## src/hdl/ultrasonic_echo_ranger_assert.svh

```systemverilog
// Assertion macros shared by the ranger modules.
`ifndef ULTRASONIC_ECHO_RANGER_ASSERT_SVH
`define ULTRASONIC_ECHO_RANGER_ASSERT_SVH

`ifndef SYNTHESIS
// Check a condition in the same cycle as its cause.
`define UER_ASSERT_SAME(label, clk, rst_n, ante, cons) \
    label: assert property (@(posedge clk) disable iff (!(rst_n)) (ante) |-> (cons)) \
        else $error("ranger assertion failed");
// Check a condition in the cycle after its cause.
`define UER_ASSERT_NEXT(label, clk, rst_n, ante, cons) \
    label: assert property (@(posedge clk) disable iff (!(rst_n)) (ante) |=> (cons)) \
        else $error("ranger assertion failed");
`else
`define UER_ASSERT_SAME(label, clk, rst_n, ante, cons)
`define UER_ASSERT_NEXT(label, clk, rst_n, ante, cons)
`endif

`endif

```

## src/hdl/uer_pkg.sv

```systemverilog
package uer_pkg;

    localparam int TS_W    = 32;
    localparam int DIST_W  = 10;
    localparam int SPEED_W = 31;
    localparam int PROD_W  = 60;
    localparam int NUM_W   = 30;
    localparam int CNT_W   = $clog2(NUM_W + 1);
    localparam int DIST_SHIFT = 33;

    localparam logic [27:0]       DIST_SCALE   = 28'd147733565;
    localparam logic [DIST_W-1:0] DIST_MAX     = 10'd999;
    localparam logic [19:0]       USEC_PER_SEC = 20'd1000000;

    localparam logic [1:0] CMD_TICK = 2'd0;
    localparam logic [1:0] CMD_EDGE = 2'd1;
    localparam logic [1:0] CMD_POLL = 2'd2;
    localparam logic [1:0] CMD_RSVD = 2'd3;

    localparam logic [2:0] RS_START     = 3'd0;
    localparam logic [2:0] RS_UP        = 3'd1;
    localparam logic [2:0] RS_READY     = 3'd2;
    localparam logic [2:0] RS_LISTENING = 3'd3;
    localparam logic [2:0] RS_DETECTED  = 3'd4;
    localparam logic [2:0] RS_QUIESCENT = 3'd5;

    localparam logic [1:0] REP_NONE  = 2'd0;
    localparam logic [1:0] REP_NODET = 2'd1;
    localparam logic [1:0] REP_DIST  = 2'd2;
    localparam logic [1:0] REP_SPEED = 2'd3;

    typedef struct packed {
        logic latch;
        logic event_op;
        logic dist_op;
        logic div_step;
        logic fix;
        logic load_out;
    } t_dp_cmd;

    typedef struct packed {
        logic measure;
        logic need_div;
        logic out_free;
    } t_dp_status;

endpackage

```

## src/hdl/uer_ctrl.sv

```systemverilog
`include "ultrasonic_echo_ranger_assert.svh"

module uer_ctrl (
    input  logic                  i_clk,
    input  logic                  i_rst_n,
    input  logic                  s_axis_tvalid,
    output logic                  s_axis_tready,
    input  uer_pkg::t_dp_status   i_sts,
    output uer_pkg::t_dp_cmd      o_cmd
);

    localparam logic [2:0] C_IDLE  = 3'd0;
    localparam logic [2:0] C_EVENT = 3'd1;
    localparam logic [2:0] C_DIST  = 3'd2;
    localparam logic [2:0] C_DIV   = 3'd3;
    localparam logic [2:0] C_FIX   = 3'd4;
    localparam logic [2:0] C_DONE  = 3'd5;

    logic [2:0]                r_state, n_state;
    logic [uer_pkg::CNT_W-1:0] r_cnt, n_cnt;

    assign s_axis_tready = (r_state == C_IDLE);

    always_comb begin
        n_state = r_state;
        n_cnt   = r_cnt;
        o_cmd   = '0;
        unique case (r_state)
            C_IDLE: begin
                if (s_axis_tvalid) begin
                    o_cmd.latch = 1'b1;
                    n_state     = C_EVENT;
                end
            end
            C_EVENT: begin
                o_cmd.event_op = 1'b1;
                n_state = i_sts.measure ? C_DIST : C_DONE;
            end
            C_DIST: begin
                o_cmd.dist_op = 1'b1;
                if (i_sts.need_div) begin
                    n_state = C_DIV;
                    n_cnt   = uer_pkg::CNT_W'(uer_pkg::NUM_W);
                end else begin
                    n_state = C_DONE;
                end
            end
            C_DIV: begin
                o_cmd.div_step = 1'b1;
                n_cnt = r_cnt - 1'b1;
                if (r_cnt == uer_pkg::CNT_W'(1)) begin
                    n_state = C_FIX;
                end
            end
            C_FIX: begin
                o_cmd.fix = 1'b1;
                n_state   = C_DONE;
            end
            C_DONE: begin
                if (i_sts.out_free) begin
                    o_cmd.load_out = 1'b1;
                    n_state        = C_IDLE;
                end
            end
            default: begin
                n_state = C_IDLE;
            end
        endcase
    end

    always_ff @(posedge i_clk) begin
        if (!i_rst_n) begin
            r_state <= C_IDLE;
            r_cnt   <= '0;
        end else begin
            r_state <= n_state;
            r_cnt   <= n_cnt;
        end
    end

    `UER_ASSERT_NEXT(a_accept_event, i_clk, i_rst_n, s_axis_tvalid && s_axis_tready, r_state == C_EVENT)
    `UER_ASSERT_NEXT(a_done_hold, i_clk, i_rst_n, (r_state == C_DONE) && !i_sts.out_free, r_state == C_DONE)
    `UER_ASSERT_SAME(a_div_count, i_clk, i_rst_n, r_state == C_DIV, r_cnt != '0)

endmodule

```

## src/hdl/uer_dp.sv

```systemverilog
`include "ultrasonic_echo_ranger_assert.svh"

module uer_dp (
    input  logic                          i_clk,
    input  logic                          i_rst_n,
    input  logic                          i_cfg_wr_en,
    input  logic                          i_cfg_wr_data,
    input  logic [1:0]                    i_in_cmd,
    input  logic                          i_in_level,
    input  logic [uer_pkg::TS_W-1:0]      i_in_ts,
    input  logic                          i_in_req,
    input  logic                          i_out_ready,
    input  uer_pkg::t_dp_cmd              i_cmd,
    output uer_pkg::t_dp_status           o_sts,
    output logic                          o_out_valid,
    output logic                          o_out_trig,
    output logic [1:0]                    o_out_report,
    output logic [uer_pkg::DIST_W-1:0]    o_out_dist,
    output logic [uer_pkg::SPEED_W-1:0]   o_out_speed
);

    localparam int TS_W   = uer_pkg::TS_W;
    localparam int DIST_W = uer_pkg::DIST_W;
    localparam int NUM_W  = uer_pkg::NUM_W;
    localparam int SPD_W  = uer_pkg::SPEED_W;
    localparam int PROD_W = uer_pkg::PROD_W;
    localparam int SH     = uer_pkg::DIST_SHIFT;

    logic              r_single;
    logic [2:0]        r_rstate;
    logic              r_echo_seen;
    logic [TS_W-1:0]   r_start, r_end, r_prev_t;
    logic [DIST_W-1:0] r_prev_d;
    logic              r_pend, r_first;

    logic [1:0]        r_cmd;
    logic              r_lvl, r_req;
    logic [TS_W-1:0]   r_ts;

    logic [PROD_W-1:0] r_prod;

    logic              r_trig;
    logic [1:0]        r_rep;
    logic [DIST_W-1:0] r_dist;
    logic [SPD_W-1:0]  r_speed;

    logic [NUM_W-1:0]  r_num;
    logic [TS_W-1:0]   r_rem, r_den;
    logic              r_neg;

    logic              r_ov, r_o_trig;
    logic [1:0]        r_o_rep;
    logic [DIST_W-1:0] r_o_dist;
    logic [SPD_W-1:0]  r_o_speed;

    logic [TS_W-1:0]       w_width;
    logic [PROD_W-1:0]     w_prod;
    logic                  w_over;
    logic [DIST_W-1:0]     w_dist;
    logic signed [DIST_W:0] w_dd;
    logic [DIST_W-1:0]     w_dd_mag;
    logic [NUM_W-1:0]      w_num;
    logic [TS_W-1:0]       w_td, w_td_mag;
    logic [TS_W:0]         w_rem_sh, w_diff;
    logic [SPD_W-1:0]      w_q;

    assign w_width = r_end - r_start;
    assign w_prod  = PROD_W'(w_width) * PROD_W'(uer_pkg::DIST_SCALE);
    assign w_over  = (r_prod[PROD_W-1:SH] > (PROD_W - SH)'(uer_pkg::DIST_MAX));
    assign w_dist  = r_prod[SH+DIST_W-1:SH];

    assign w_dd     = $signed({1'b0, w_dist}) - $signed({1'b0, r_prev_d});
    assign w_dd_mag = w_dd[DIST_W] ? DIST_W'(-w_dd) : w_dd[DIST_W-1:0];
    assign w_num    = NUM_W'(w_dd_mag) * NUM_W'(uer_pkg::USEC_PER_SEC);
    assign w_td     = r_ts - r_prev_t;
    assign w_td_mag = w_td[TS_W-1] ? (~w_td + 1'b1) : w_td;

    assign w_rem_sh = {r_rem, r_num[NUM_W-1]};
    assign w_diff   = w_rem_sh - {1'b0, r_den};
    assign w_q      = SPD_W'(r_num);

    assign o_sts.measure  = (r_cmd == uer_pkg::CMD_POLL) &&
                            (r_rstate == uer_pkg::RS_QUIESCENT) && r_echo_seen;
    assign o_sts.need_div = !w_over && !r_single && !r_first &&
                            (r_prev_t != '0) && (r_ts != r_prev_t);
    assign o_sts.out_free = !r_ov || i_out_ready;

    always_ff @(posedge i_clk) begin
        r_prod <= w_prod;
        if (i_cmd.latch) begin
            r_cmd <= i_in_cmd;
            r_lvl <= i_in_level;
            r_ts  <= i_in_ts;
            r_req <= i_in_req;
        end
        if (i_cmd.event_op) begin
            r_trig  <= 1'b0;
            r_rep   <= uer_pkg::REP_NONE;
            r_dist  <= '0;
            r_speed <= '0;
            if (r_cmd == uer_pkg::CMD_POLL) begin
                r_trig <= r_pend || r_req;
                if (r_rstate == uer_pkg::RS_QUIESCENT && !r_echo_seen) begin
                    r_rep <= uer_pkg::REP_NODET;
                end
            end
        end
        if (i_cmd.dist_op) begin
            if (w_over) begin
                r_rep <= uer_pkg::REP_NODET;
            end else begin
                r_dist <= w_dist;
                if (r_single || r_first) begin
                    r_rep <= uer_pkg::REP_DIST;
                end else begin
                    r_rep <= uer_pkg::REP_SPEED;
                end
            end
            r_num <= w_num;
            r_den <= w_td_mag;
            r_rem <= '0;
            r_neg <= w_dd[DIST_W] ^ w_td[TS_W-1];
        end
        if (i_cmd.div_step) begin
            if (!w_diff[TS_W]) begin
                r_rem <= w_diff[TS_W-1:0];
                r_num <= {r_num[NUM_W-2:0], 1'b1};
            end else begin
                r_rem <= w_rem_sh[TS_W-1:0];
                r_num <= {r_num[NUM_W-2:0], 1'b0};
            end
        end
        if (i_cmd.fix) begin
            r_speed <= r_neg ? (~w_q + 1'b1) : w_q;
        end
        if (i_cmd.load_out) begin
            r_o_trig  <= r_trig;
            r_o_rep   <= r_rep;
            r_o_dist  <= r_dist;
            r_o_speed <= r_speed;
        end
    end

    always_ff @(posedge i_clk) begin
        if (!i_rst_n) begin
            r_single    <= 1'b0;
            r_rstate    <= uer_pkg::RS_START;
            r_echo_seen <= 1'b0;
            r_start     <= '0;
            r_end       <= '0;
            r_pend      <= 1'b0;
            r_prev_t    <= '0;
            r_prev_d    <= '0;
            r_first     <= 1'b1;
            r_ov        <= 1'b0;
        end else begin
            if (i_cfg_wr_en) begin
                r_single <= i_cfg_wr_data;
            end
            if (i_cmd.event_op) begin
                case (r_cmd)
                    uer_pkg::CMD_TICK: begin
                        case (r_rstate) inside
                            uer_pkg::RS_START, uer_pkg::RS_UP,
                            uer_pkg::RS_QUIESCENT: begin
                                r_rstate <= uer_pkg::RS_READY;
                            end
                            uer_pkg::RS_LISTENING: begin
                                r_echo_seen <= 1'b0;
                                r_rstate    <= uer_pkg::RS_QUIESCENT;
                            end
                            uer_pkg::RS_DETECTED: begin
                                r_echo_seen <= 1'b1;
                                r_rstate    <= uer_pkg::RS_QUIESCENT;
                            end
                            default: begin
                            end
                        endcase
                    end
                    uer_pkg::CMD_EDGE: begin
                        if (r_lvl) begin
                            r_start  <= r_ts;
                            r_rstate <= uer_pkg::RS_LISTENING;
                        end else begin
                            r_end    <= r_ts;
                            r_rstate <= uer_pkg::RS_DETECTED;
                        end
                    end
                    uer_pkg::CMD_POLL: begin
                        r_pend <= (r_rstate == uer_pkg::RS_READY) && !r_single;
                    end
                    default: begin
                    end
                endcase
            end
            if (i_cmd.dist_op) begin
                if (r_single) begin
                    r_rstate <= uer_pkg::RS_READY;
                end else if (!w_over) begin
                    r_first  <= 1'b0;
                    r_prev_t <= r_ts;
                    r_prev_d <= w_dist;
                end
            end
            if (i_cmd.load_out) begin
                r_ov <= 1'b1;
            end else if (i_out_ready) begin
                r_ov <= 1'b0;
            end
        end
    end

    assign o_out_valid  = r_ov;
    assign o_out_trig   = r_o_trig;
    assign o_out_report = r_o_rep;
    assign o_out_dist   = r_o_dist;
    assign o_out_speed  = r_o_speed;

    `UER_ASSERT_SAME(a_speed_only_rep3, i_clk, i_rst_n, r_ov && (r_o_rep != uer_pkg::REP_SPEED), r_o_speed == '0)
    `UER_ASSERT_SAME(a_dist_range, i_clk, i_rst_n, r_ov, r_o_dist <= uer_pkg::DIST_MAX)
    `UER_ASSERT_SAME(a_no_dist_nodet, i_clk, i_rst_n, r_ov && ((r_o_rep == uer_pkg::REP_NONE) || (r_o_rep == uer_pkg::REP_NODET)), r_o_dist == '0)

endmodule

```

## src/hdl/ultrasonic_echo_ranger.sv

```systemverilog
// Channel   Direction  tdata (low bit up)                       tuser
// s_axis    in         echo_level, timestamp[32], pulse_request  cmd[2]
// m_axis    out        trigger, distance_cm[10], speed_cm_s[31]  report[2]
// cfg       in         single_pulse_mode (i_cfg_wr_en/i_cfg_wr_data)
//
// Ticks, edges and polls with no echo to measure: event step, then result load.
// A poll that measures an echo adds a distance step; one that computes a speed
// also runs the one-bit-per-cycle 30-step restoring divider and a sign fix.
// Reset is synchronous, active low; no clearing pass.
// A finished result waits in the output register while m_axis_tready is low;
// the next item is taken once the previous result is in that register.
module ultrasonic_echo_ranger (
    input  logic        i_clk,
    input  logic        i_rst_n,
    input  logic        i_cfg_wr_en,
    input  logic        i_cfg_wr_data,
    input  logic        s_axis_tvalid,
    output logic        s_axis_tready,
    input  logic [39:0] s_axis_tdata,  // echo_level, timestamp, pulse_request, zero fill
    input  logic [1:0]  s_axis_tuser,  // cmd
    output logic        m_axis_tvalid,
    input  logic        m_axis_tready,
    output logic [47:0] m_axis_tdata,  // trigger, distance_cm, speed_cm_s, zero fill
    output logic [1:0]  m_axis_tuser   // report
);

    uer_pkg::t_dp_cmd    w_cmd;
    uer_pkg::t_dp_status w_sts;

    logic                          w_trig;
    logic [uer_pkg::DIST_W-1:0]    w_dist;
    logic [uer_pkg::SPEED_W-1:0]   w_speed;

    uer_ctrl u_ctrl (
        .i_clk         (i_clk),
        .i_rst_n       (i_rst_n),
        .s_axis_tvalid (s_axis_tvalid),
        .s_axis_tready (s_axis_tready),
        .i_sts         (w_sts),
        .o_cmd         (w_cmd)
    );

    uer_dp u_dp (
        .i_clk         (i_clk),
        .i_rst_n       (i_rst_n),
        .i_cfg_wr_en   (i_cfg_wr_en),
        .i_cfg_wr_data (i_cfg_wr_data),
        .i_in_cmd      (s_axis_tuser),
        .i_in_level    (s_axis_tdata[0]),
        .i_in_ts       (s_axis_tdata[32:1]),
        .i_in_req      (s_axis_tdata[33]),
        .i_out_ready   (m_axis_tready),
        .i_cmd         (w_cmd),
        .o_sts         (w_sts),
        .o_out_valid   (m_axis_tvalid),
        .o_out_trig    (w_trig),
        .o_out_report  (m_axis_tuser),
        .o_out_dist    (w_dist),
        .o_out_speed   (w_speed)
    );

    assign m_axis_tdata = {6'b0, w_speed, w_dist, w_trig};

endmodule
```

## config.mk

```make
export PLATFORM = sky130hd
export DESIGN_NAME = ultrasonic_echo_ranger
export DESIGN_NICKNAME = d
export VERILOG_FILES = /design/src/hdl/uer_pkg.sv /design/src/hdl/uer_ctrl.sv /design/src/hdl/uer_dp.sv /design/src/hdl/ultrasonic_echo_ranger.sv
export VERILOG_INCLUDE_DIRS = /design/src /design/src/hdl
export SDC_FILE = /design/constraint.sdc
export NUM_CORES = 2
export LEC_CHECK = 0
export BUFFER_PORTS_ARGS = -buffer_cell sky130_fd_sc_hd__buf_2
export CELL_PAD_IN_SITES_DETAIL_PLACEMENT = 1
export CELL_PAD_IN_SITES_GLOBAL_PLACEMENT = 1
export CORE_UTILIZATION = 55
export DETAILED_ROUTE_END_ITERATION = 10
export PLACE_DENSITY = 0.94
export SLEW_MARGIN = 5
export SYNTH_ARGS = -nofsm -noshare
export SYNTH_HDL_FRONTEND = slang
export SYNTH_SLANG_ARGS = --single-unit
```

## constraint.sdc

```tcl
create_clock -name i_clk -period 19.9 [get_ports i_clk]
set_input_delay 3.98 -clock i_clk [delete_from_list [all_inputs] [get_ports i_clk]]
set_output_delay 3.98 -clock i_clk [all_outputs]
set_load 0.05 [all_outputs]
```

== Yosys cells after proc, flatten, opt, wreduce, memory -nomap -nowiden ==
Cells that the tools add are included.
Word-level totals
  bits of input ports: 48
  memories: 0
  latch bits: 0
  RAM bits: 0
  output and inout port bits: 52
  flip-flop bits (word level): 401
  ROM bits: 0
Operators by class
  $add $sub $neg: 8
  multipliers: 2
  shift-type cells: 0
  equal/unequal tests: 18
  order comparisons: 1
  bitwise operators: 7
  reduce and logical (&&, ||, !) cells: 34
  div/mod/pow operators: 0
  muxes and demuxes: 48
Operator list (count)
  $mux 31: 4
  $mux 32: 3
  $sub 32x32->32: 2
  $mul 32x28->60 const B: 1
  $mux 30: 2
  $mux 10: 4
  $mux 3: 12
  $sub 33x32->33: 1
  $add 32x1->32 const B: 1
  $ne 32x32->1: 1
  $not 32->32: 1
  $reduce_bool 32->1: 1
  $add 31x1->31 const B: 1
  $not 30->31: 1
  $gt 27x10->1 const B: 1
  $mul 10x14->24 const B: 1
  $pmux 3 s6: 1
  $mux 1: 15
  $eq 3x2->1 const B: 4
  $eq 3x3->1 const B: 4
  $reduce_and 3->1: 4
  $reduce_bool 2->1: 6
  $sub 10x10->11: 1
  $neg 10->10: 1
  21 further kinds: 45

== Longest topological paths before layout ==
  depth in word-level cells: 8
  mapped depth: 38

== By module ==
Synthesis repeated with hierarchy kept, for this count alone.
Unflattened totals
  cells, all modules: 3978
  area total of the unflattened synthesis: 37607.3 um^2
Modules (own cells, without submodules)
  uer_dp: instances 1, cells an instance 3905, area an instance 37024.3 um^2
  uer_ctrl: instances 1, cells an instance 65, area an instance 526.8 um^2
  ultrasonic_echo_ranger: instances 1, cells an instance 8, area an instance 56.3 um^2

== Worst setup path after synthesis ==
Ideal clock, no wire load.
  path type: register to register
  from: register u_dp.r_start[9]
  to: register u_dp.r_prod[45]
  arrival time: 8.684 ns
  stages on the path, launching flop included: 38
  slack: 11.093 ns
  required time: 19.777 ns
  cells stage by stage: dfxtp_1 inv_1 ha_1 clkbuf_1 nand3_1 nor3_1 o311ai_0 o211ai_1 a211oi_1 or3_1 a21oi_1 a211oi_1 o21bai_1 a21oi_1 xnor2_1 ha_1 fa_1 ha_1 [2 not listed] inv_1 fa_1 fa_1 inv_1 fa_1 inv_1 ha_1 a21o_1 a21o_1 a21oi_1 o2111ai_1 o21bai_1 a41oi_1 o21ai_1 or4_1 a31oi_1 o21ai_1 xor2_1
On the way
  word-level cells in the longest chain between the ends: 2
RTL lines
  start, declared: line uer_dp.sv:32  | logic [TS_W-1:0] r_start, r_end, r_prev_t;
  start signal, assigned: line uer_dp.sv:182  | r_start <= r_ts;
  $sub 32x32->32: line uer_dp.sv:67  | assign w_width = r_end - r_start;
  $mul 32x28->60: line uer_dp.sv:68  | assign w_prod = PROD_W'(w_width) * PROD_W'(uer_pkg::DIST_SCALE);
  net u_dp.w_prod[45]: line uer_dp.sv:57  | logic [PROD_W-1:0] w_prod;
  end signal, assigned: line uer_dp.sv:89  | r_prod <= w_prod;
  end, declared: line uer_dp.sv:40  | logic [PROD_W-1:0] r_prod;
The timed path passes the listed nets, and every way through them passes these cells.
A chain may end at the register's enable or synchronous reset.

== Worst setup path after layout ==
  from: register u_dp.r_end[0]
  to: register u_dp.r_prod[45]
On the way
  word-level cells in the longest chain between the ends: 2
RTL lines
  start, declared: line uer_dp.sv:32
  start signal, assigned: line uer_dp.sv:185  | r_end <= r_ts;
  $sub 32x32->32: line uer_dp.sv:67
  $mul 32x28->60: line uer_dp.sv:68
  net u_dp.w_prod[45]: line uer_dp.sv:57
The timed path passes the listed nets, and every way through them passes these cells.

==> impl_metrics.env <==
export IMPL_grt_pass1_wl_mm=224
export IMPL_postSynthAreaPerCell_um2=9.48
export IMPL_htree_levels=2
export IMPL_slew_viol_final=0
export IMPL_setup_violations=0
export IMPL_grt_overflow_total=0
export IMPL_cp_required_ps=20380
export IMPL_die_w_um=263
export IMPL_vias=32300
export IMPL_grt_use_met1=0.450
export IMPL_wl_per_cell_um=30.0
export IMPL_cts_root_buffer="clkbuf_16"
export IMPL_ctsHoldBuffers=0
export IMPL_worstPathArrival_ps=12470
export IMPL_hold_viol=0
export IMPL_grt_pass1_vias=36700
export IMPL_rows=95
export IMPL_gr_usage_met3=0.110
export IMPL_period_share=0.603
export IMPL_ys_ff_latch=368
export IMPL_worst_path_max_delay_cell="a41oi_1"
export IMPL_yosysSeqAreaShare=0.252
export IMPL_gp_congestion=0.947
export IMPL_rsz0062_at_grt="false"
export IMPL_path_max_fanout=5
export IMPL_critPathMostFrequentCell="fa_1"
export IMPL_drt_iter0_drc=3359
export IMPL_status="finished, final reports clean"
export IMPL_slew_headroom=0.109
export IMPL_clockBufferDepth=3
export IMPL_synth_area_um2=37500
export IMPL_port_buffers=87
export IMPL_crit_family="compound AO/OA/AOI/OAI gates"
export IMPL_area_growth_pct=7.23
export IMPL_grt_max_degree=108
export IMPL_start_util=0.558
export IMPL_skew_ps=59.7
export IMPL_fin_nets=4961
export IMPL_synthCells=3956
export IMPL_hold_class="register to register"
export IMPL_synth_edf_count=209
export IMPL_track_usage=0.429
export IMPL_startpoint_type="register"
export IMPL_period_minus_slack_ps=12000
export IMPL_first_pass_iters=6
export IMPL_worst_path_buf_inv=5
export IMPL_worst_setup_path_type="register to register"
export IMPL_drc=0
export IMPL_routed_via_density=6.55
export IMPL_cap_violations=0
export IMPL_final_antenna_net_count=0
export IMPL_ios=100
export IMPL_core_area_um2=67300
export IMPL_use_met2=0.715
export IMPL_slowest_delay_ps=910
export IMPL_die_height_um=263
export IMPL_design_die_area_um2=69300
export IMPL_setup_tns_ps=0
export IMPL_routed_wl_mm=148
export IMPL_antenna_found_initial=5
export IMPL_synthFlopType="edfxtp_1"
export IMPL_end_kind="register"
export IMPL_place_detailed_hpwl_mm=101
export IMPL_clk_latency_ps=620
export IMPL_ctsResizeCount=0
export IMPL_clock_sinks=368
export IMPL_cts_clk_slew_worst_paths_ps=70
export IMPL_async_reset_ff_frac=0
export IMPL_cts_tree="yes"
export IMPL_postCtsSetupRepairBufs=0
export IMPL_yosys_warnings=0
export IMPL_ys_types=96
export IMPL_busiest_layer="met2"
export IMPL_cts_buffers=39
export IMPL_clock_fmax_mhz=83.4
export IMPL_tightest_slew_ps=1330
export IMPL_layout_drive_gt1_share=0.0598
-- metal layers --
layer  vias up  wire length [µm]
met2      2288             70200
met4         8             15600
met5         -                60
li1      13000                 -
met3      1039             13200
met1     16000             48900
-- through the flow --
step                      hold slack [ps]   util  cells  setup slack, ps  area [µm²]
final                                 424  0.598   4925             7900       40200
after floorplan                       400      -   3961            11090       37500
after CTS                             425  0.598   4923             8270       40200
after global placement                402  0.578   4851             9120       38900
after detailed placement              409  0.578   4851             8530       38900
after global routing                  430  0.598   4924             7730       40200
-- synth_stat cells (9+ instances only) --
| cell | n | area [µm²] |
|---|---|---|
| and3_1 | 19 | 119 |
| o21ai_0 | 112 | 561 |
| nand3_1 | 34 | 170 |
| and2_1 | 9 | 56.3 |
| a211oi_1 | 17 | 128 |
| mux2i_1 | 32 | 320 |
| nand2b_1 | 25 | 156 |
| ha_1 | 507 | 6340 |
| dfxtp_1 | 159 | 3180 |
| fa_1 | 387 | 7750 |
| o21a_1 | 25 | 188 |
| nor4_1 | 23 | 144 |
| or2_2 | 9 | 56.3 |
| inv_1 | 870 | 3270 |
| nor2_1 | 197 | 739 |
| nand4_1 | 22 | 138 |
| xor2_1 | 90 | 788 |
| o31ai_1 | 21 | 158 |
| edfxtp_1 | 209 | 6280 |
| or3_1 | 16 | 100 |
| clkbuf_1 | 78 | 293 |
| a21o_1 | 71 | 533 |
| nand2_1 | 346 | 1300 |
| or4_1 | 10 | 75.1 |
| nor3_1 | 43 | 215 |
| a21oi_1 | 250 | 1250 |
| a31oi_1 | 21 | 131 |
| xnor2_1 | 142 | 1240 |
| nor2b_1 | 30 | 188 |
| o21bai_1 | 15 | 113 |
-- placed cells by master (no fill, tap or decap), types with 8 or more instances in the layout --
master / Yosys / layout
nor3_1: 43 / 41
o21a_1: 25 / 25
a21oi_1: 250 / 250
nor2b_1: 30 / 29
dfxtp_1: 159 / 159
nor2_1: 197 / 196
or4_1: 10 / 10
o21ai_1: 8 / 8
buf_4: 8 / 30
clkbuf_16: 0 / 41
nand4_1: 22 / 22
nand2_1: 346 / 344
a31oi_1: 21 / 21
edfxtp_1: 209 / 209
a21o_1: 71 / 71
clkinv_2: 0 / 8
o21ai_0: 112 / 112
nand3_1: 34 / 34
and3_1: 19 / 19
inv_1: 870 / 870
or3_1: 16 / 16
o41ai_1: 8 / 8
a211oi_1: 17 / 17
ha_1: 507 / 507
xor2_1: 90 / 89
o21bai_1: 15 / 15
nor4_1: 23 / 23
or2_2: 9 / 9
o31ai_1: 21 / 21
mux2i_1: 32 / 32
buf_2: 8 / 87
xnor2_1: 142 / 141
nand2b_1: 25 / 25
fa_1: 387 / 387
and2_1: 9 / 8
-- sequential cells by signal (all words and copies together), names as in the netlist, 2 cells and up --
signal / flops
u_ctrl.r_cnt: 5
u_ctrl.r_state: 3
u_dp.o_out_dist: 10
u_dp.o_out_report: 2
u_dp.o_out_speed: 31
u_dp.r_cmd: 2
u_dp.r_den: 32
u_dp.r_dist: 10
u_dp.r_end: 32
u_dp.r_num: 30
u_dp.r_prev_d: 10
u_dp.r_prev_t: 32
u_dp.r_prod: 27
u_dp.r_rem: 32
u_dp.r_rep: 2
u_dp.r_rstate: 3
u_dp.r_speed: 31
u_dp.r_start: 32
u_dp.r_ts: 32
-- worst reg2reg max path, delay by kind of cell (launching register included) --
family	cells	cell delay, ps
buffers and inverters	5	300
AND/OR/NAND/NOR	2	650
XOR/XNOR	2	940
adder cells (fa/ha/maj)	10	4380
AO/OA/AOI/OAI	18	5320
flip-flops	1	340
-- kinds of logic (layout without fill, tap and decap cells) --
group           count (synthesis)  count (layout)  synth area share
compound gates                641             641             0.109
xor+xnor                      233             233            0.0546
fa+ha+maj                     894             894             0.376
buf+inv                       971            1060            0.0997
flops                         368             368             0.252
mux                            32              32           0.00854
other cells                     1               8          0.000100
simple gates                  816             816             0.100
-- layout make-up --
cell class / count / area, µm²
repair buffers: 117 / 661
inverters: 871 / 3270
multi-input cells: 2622 / 24400
clock buffers: 48 / 1080
clock inverters: 24 / 265
diodes: 2 / 5.00
flip-flops and latches: 368 / 9460
well taps: 873 / 1090
fillers: 7485 / 27100
-- worst paths after layout --
kind	cells past startpoint	start	slack (ps)	end
max	37	u_dp.r_end[0]	7900	u_dp.r_prod[45]
min	0	u_dp.r_speed[13]	420	u_dp.o_out_speed[13]
max reg2reg	37	u_dp.r_end[0]	7900	u_dp.r_prod[45]
min reg2reg	0	u_dp.r_speed[13]	420	u_dp.o_out_speed[13]
Power is not shown: default switching activity piles up to over one toggle a cycle in this logic, so the estimate is an artifact.
